### src/rtl/iira_pkg.sv
`default_nettype none

package iira_pkg;

   // Array geometry
   localparam int DEPTH  = 64;
   localparam int IDX_W  = $clog2(DEPTH);
   localparam int POS_W  = 7;
   localparam int WORD_W = 64;

   localparam logic [POS_W-1:0] DEPTH_POS = POS_W'(DEPTH);

   // Request codes
   typedef enum logic [2:0] {
      OP_PUSH   = 3'd0,
      OP_INSERT = 3'd1,
      OP_REMOVE = 3'd2,
      OP_GET    = 3'd3,
      OP_RESIZE = 3'd4,
      OP_CLEAR  = 3'd5
   } op_code_type;

   // Result status codes
   typedef enum logic [1:0] {
      ST_OK   = 2'd0,
      ST_BAD  = 2'd1,
      ST_FULL = 2'd2
   } status_type;

   // Per-cycle command broadcast to every cell
   typedef enum logic [2:0] {
      CELL_HOLD,
      CELL_INSERT,
      CELL_REMOVE,
      CELL_TRUNC,
      CELL_CLEAR
   } cell_mode_type;

   typedef struct packed {
      cell_mode_type             mode;
      logic [POS_W-1:0]          pos;
      logic [POS_W-1:0]          count;
      logic signed [WORD_W-1:0]  word;
   } cell_ctl_type;

   typedef struct packed {
      logic [2:0]                req_type;
      logic [POS_W-1:0]          position;
      logic signed [WORD_W-1:0]  data_value;
   } req_payload_type;

   typedef struct packed {
      logic signed [WORD_W-1:0]  read_value;
      logic [1:0]                status;
      logic [POS_W-1:0]          count;
   } rsp_payload_type;

endpackage

`default_nettype wire

### src/rtl/iira_cell.sv
`default_nettype none

module iira_cell (
   input  wire logic                              clock,
   input  wire logic                              reset,
   input  wire logic [iira_pkg::IDX_W-1:0]        cell_index,
   input  wire iira_pkg::cell_ctl_type            ctl,
   input  wire logic signed [iira_pkg::WORD_W-1:0] left_value,
   input  wire logic signed [iira_pkg::WORD_W-1:0] right_value,
   output logic signed [iira_pkg::WORD_W-1:0]      value,
   output logic signed [iira_pkg::WORD_W-1:0]      hit_value
);
   import iira_pkg::*;

   logic signed [WORD_W-1:0] value_ff;
   logic signed [WORD_W-1:0] value_in;
   logic [POS_W-1:0]         idx;
   logic [POS_W-1:0]         idx_next;

   assign idx      = POS_W'(cell_index);
   assign idx_next = idx + POS_W'(1);

   // Next value from the broadcast command and the neighbors
   always_comb begin
      value_in = value_ff;
      case (ctl.mode)
         CELL_INSERT: begin
            if (idx == ctl.pos) begin
               value_in = ctl.word;
            end else if (idx > ctl.pos && idx <= ctl.count) begin
               value_in = left_value;
            end
         end
         CELL_REMOVE: begin
            if (idx >= ctl.pos && idx_next < ctl.count) begin
               value_in = right_value;
            end else if (idx_next == ctl.count) begin
               value_in = '0;
            end
         end
         CELL_TRUNC: begin
            if (idx >= ctl.pos) begin
               value_in = '0;
            end
         end
         CELL_CLEAR: value_in = '0;
         default:    value_in = value_ff;
      endcase
   end

   always_ff @(posedge clock) begin
      if (reset) begin
         value_ff <= '0;
      end else begin
         value_ff <= value_in;
      end
   end

   assign value     = value_ff;
   // Only the addressed cell puts its word on the read bus
   assign hit_value = (idx == ctl.pos) ? value_ff : '0;

endmodule

`default_nettype wire

### config.mk
export PLATFORM = sky130hd
export DESIGN_NAME = iira_cell
export DESIGN_NICKNAME = d
export VERILOG_FILES = /design/src/rtl/iira_pkg.sv /design/src/rtl/iira_cell.sv
export SDC_FILE = /design/constraint.sdc
export NUM_CORES = 1
export LEC_CHECK = 0
export BUFFER_PORTS_ARGS = -buffer_cell sky130_fd_sc_hd__buf_2
export CORE_AREA = 5 5 130 132
export CTS_BUF_LIST = sky130_fd_sc_hd__clkbuf_8 sky130_fd_sc_hd__clkbuf_16
export CTS_CLUSTER_SIZE = 12
export DETAILED_ROUTE_END_ITERATION = 8
export DIE_AREA = 0 0 135 137
export PLACE_DENSITY = 0.73
export SYNTH_ARGS = -nofsm -noshare
export SYNTH_HDL_FRONTEND = slang
export SYNTH_SLANG_ARGS = --single-unit
### constraint.sdc
create_clock -name clock -period 3.78 [get_ports clock]
set_clock_uncertainty 0.05 [all_clocks]
set_input_delay 0.756 -clock clock [delete_from_list [all_inputs] [get_ports clock]]
set_output_delay 0.756 -clock clock [all_outputs]
set_load 0.01 [all_outputs]
==> implementation parameters <==
Parameter                              Value

Cells and area
  Core occupancy in the finished layout    0.4659
  Filler-free cell count of the finished design    1186
  Fillers    1603
  Final net count    1202
  Number of flip-flops in the largest register    64
  Proportion of layout cells with a drive suffix above 1    0.5206
  Commonest cells after routing, fill and taps aside    buf_2 (343), a21oi_1 (137), nand2_1 (129)
  Multi-input logic area    3460 um^2
  Antenna Cells    0
  Finished Cell Area    7267 um^2
  Sequential Area    1281 um^2
  Leading cell type in the layout, fill and taps excluded    buf_2
  Area growth syn-to-layout    39.62%

Setup path
  Critical Setup Path Class    primary input to output pin
  Critical Path RT    2.97 ns
  Worst Path Max Fanout    65
  Type of origin of the critical path    primary input
  Data arrival time at the worst-slack endpoint    2.44 ns
  Slack of the worst reg-to-reg path    2.95 ns
  Kind of end point of the critical path    output pin

STA
  Worst hold slack after final layout    0.5022 ns
  Worst Max-Slew Pin Slew    1.081 ns
  Total Neg Setup Slack    0 ns
  Post-layout worst setup margin    0.5323 ns
  Post-layout minimum cycle time    3.248 ns
  Maximum achievable frequency    307.9 MHz
  Relative slew slack    0.2790
  Final hold violations    0
  Crit share post-route    0.8592
  Final number of setup-violating endpoints    0
  Pins over their slew limit    0
  Setup repair after global routing missed its margin    no

Outcome
  Outcome    finished clean

Floorplan
  I/O pin cnt    345
  Initial core utilization    0.3337
  Die Outline Area    18500 um^2
  Standard cell core area    15600 um^2
  Num rows    46
  Die outline width    135 um
  Overall die height    137 um

Pwr
  Portion of total power attributed to the clock network    0.374
  Internal    1.664 mW
  Proportion of power drawn by flip-flops and latches    0.331
  NetSw    0.7980 mW
  Reported leakage power    3.702 nW
  VDD IR-drop max    240.1 uV
  Power density over the cells    338.8 nW/um^2
  Switching share of total power    0.3241
  Post-route total power    2.462 mW
  Share of total power in combinational logic    0.296

Clock tree
  Hold buffer count at cts    0
  Clock insertion delay at the later pin of the skew report    0.32 ns
  CTS tree    built
  Total clock buffers created by CTS    9
  Total number of H-tree levels    3
  Root buffer selected by CTS    clkbuf_16
  Bufs on Longest Clock Path    2
  Buffer count from post-CTS setup fixing    0
  Clock transition at the registers of the reported paths    0.06 ns
  Number of gates resized after CTS    0
  TritonCTS sink count    64

GRT
  Number of global-route vias before repair    5949
  Number of antenna violations at the first check in global routing    0
  First-pass GRT wire length    31020 um
  Total global-route track usage    0.2088
  Remaining Overflow, GRT    0
  Pin count of the biggest net entering global routing    66

Detailed routing
  Number of iterations in the first detailed-routing pass    4
  Final wirelength    20400 um
  Post-detailed-route count of antenna-violating nets    0
  Average wire per standard cell    17.20 um
  Via-per-instance ratio    5.086
  Overall via count from detail_route    6032
  Drt first-iter violations    331
  Number of DRC violations after detailed routing    0

Synth
  Unique masters post-synth    35
  Net Count, Synth    903
  Count of mapped cells out of synthesis    666
  Synth warn    0
  Mean Syn Cell Area    7.815 um^2
  Seq cells post-synth    64
  Share of synthesized area occupied by flip-flops and latches    0.2462
  Netlist Area Pre-Place    5205 um^2

Place
  Placed Instances    1170
  Half-perimeter wire length after placement    15400 um
  Area of placed instances    6935 um^2
  Pre-CTS setup slack    0.3537 ns
  Gp weighted congestion    0.8682
  Buffers on Ports    344

Hold path
  Classification of the worst-slack hold path    register to register

Job
  Number of max-cap violations    0
## worst max-delay path: stages
cell	delay, ns
buf_2	0.13
inv_1	0.07
ha_1	0.28
and3_2	0.22
buf_4	0.50
and3_1	0.30
buf_2	0.15
## metal layers
metal	share of wire	up-vias	GRT usage
li1	-	2986	-
met4	0.021	0	0.06495
met3	0.084	32	0.05257
met2	0.48	289	0.3533
met1	0.42	2725	0.2620
met5	0	-	0
## synth_stat cells
| cell | count | area share |
|---|---|---|
| a211oi_1 | 6 | 0.0087 |
| a211oi_2 | 60 | 0.14 |
| a21boi_1 | 1 | 0.0014 |
| a21o_1 | 2 | 0.0029 |
| a21oi_1 | 137 | 0.13 |
| a21oi_2 | 61 | 0.10 |
| a221o_1 | 1 | 0.0019 |
| and2_1 | 2 | 0.0024 |
| and3_1 | 68 | 0.082 |
| and3_4 | 2 | 0.0043 |
| and4b_1 | 2 | 0.0038 |
| buf_1 | 6 | 0.0043 |
| buf_12 | 7 | 0.027 |
| buf_2 | 22 | 0.021 |
| buf_4 | 7 | 0.010 |
| clkbuf_1 | 28 | 0.020 |
| dfxtp_1 | 64 | 0.25 |
| ha_1 | 20 | 0.048 |
| inv_1 | 12 | 0.0087 |
| mux2_2 | 1 | 0.0022 |
| nand2_1 | 130 | 0.094 |
| nand2b_1 | 2 | 0.0024 |
| nand3_1 | 4 | 0.0038 |
| nand3b_1 | 1 | 0.0014 |
| nand4_1 | 2 | 0.0024 |
| nor2_1 | 4 | 0.0029 |
| nor2b_1 | 1 | 0.0012 |
| nor3b_1 | 2 | 0.0029 |
| o2111ai_1 | 1 | 0.0017 |
| o211ai_1 | 1 | 0.0014 |
| o21ai_0 | 1 | 0.00096 |
| o21ai_1 | 2 | 0.0019 |
| or3_1 | 1 | 0.0012 |
| xnor2_1 | 3 | 0.0050 |
| xor2_1 | 2 | 0.0034 |
## worst paths after layout
path / depth (start not counted) / end / startpoint
max: 7 / hit_value[0] / cell_index[0]
min: 2 / value[45] / value[45]
max reg2reg: 2 / value[58] / value[58]
min reg2reg: 2 / value[45] / value[45]
## kinds of logic after synthesis
family,synth area share
AOI/OAI and AO/OA,0.3995
and+or+nand+nor,0.2043
buffers and inverters,0.09135
DFF,0.2462
adders and majority gates,0.04808
xor gates and xnor gates,0.008415
muxes,0.002163
## power by group through the flow
stage,Sequential [mW],Clock [mW],Combinational [mW]
after floorplan,0.844,0,0.413
after global placement,0.828,0,0.715
after detailed placement,0.827,0,0.727
after CTS,0.814,0.951,0.731
after global routing,0.824,0.978,0.801
final,0.814,0.920,0.728
## cell type report
| cell class | count | share of cell area |
|---|---|---|
| clock buffers | 10 | 0.03289 |
| multi-input cells | 520 | 0.4761 |
| inverters | 12 | 0.006198 |
| well taps | 216 | 0.03719 |
| clock inverters | 6 | 0.01274 |
| flip-flops and latches | 64 | 0.1763 |
| repair buffers | 358 | 0.2586 |
Note: power is estimated with default switching activity, not from simulation.
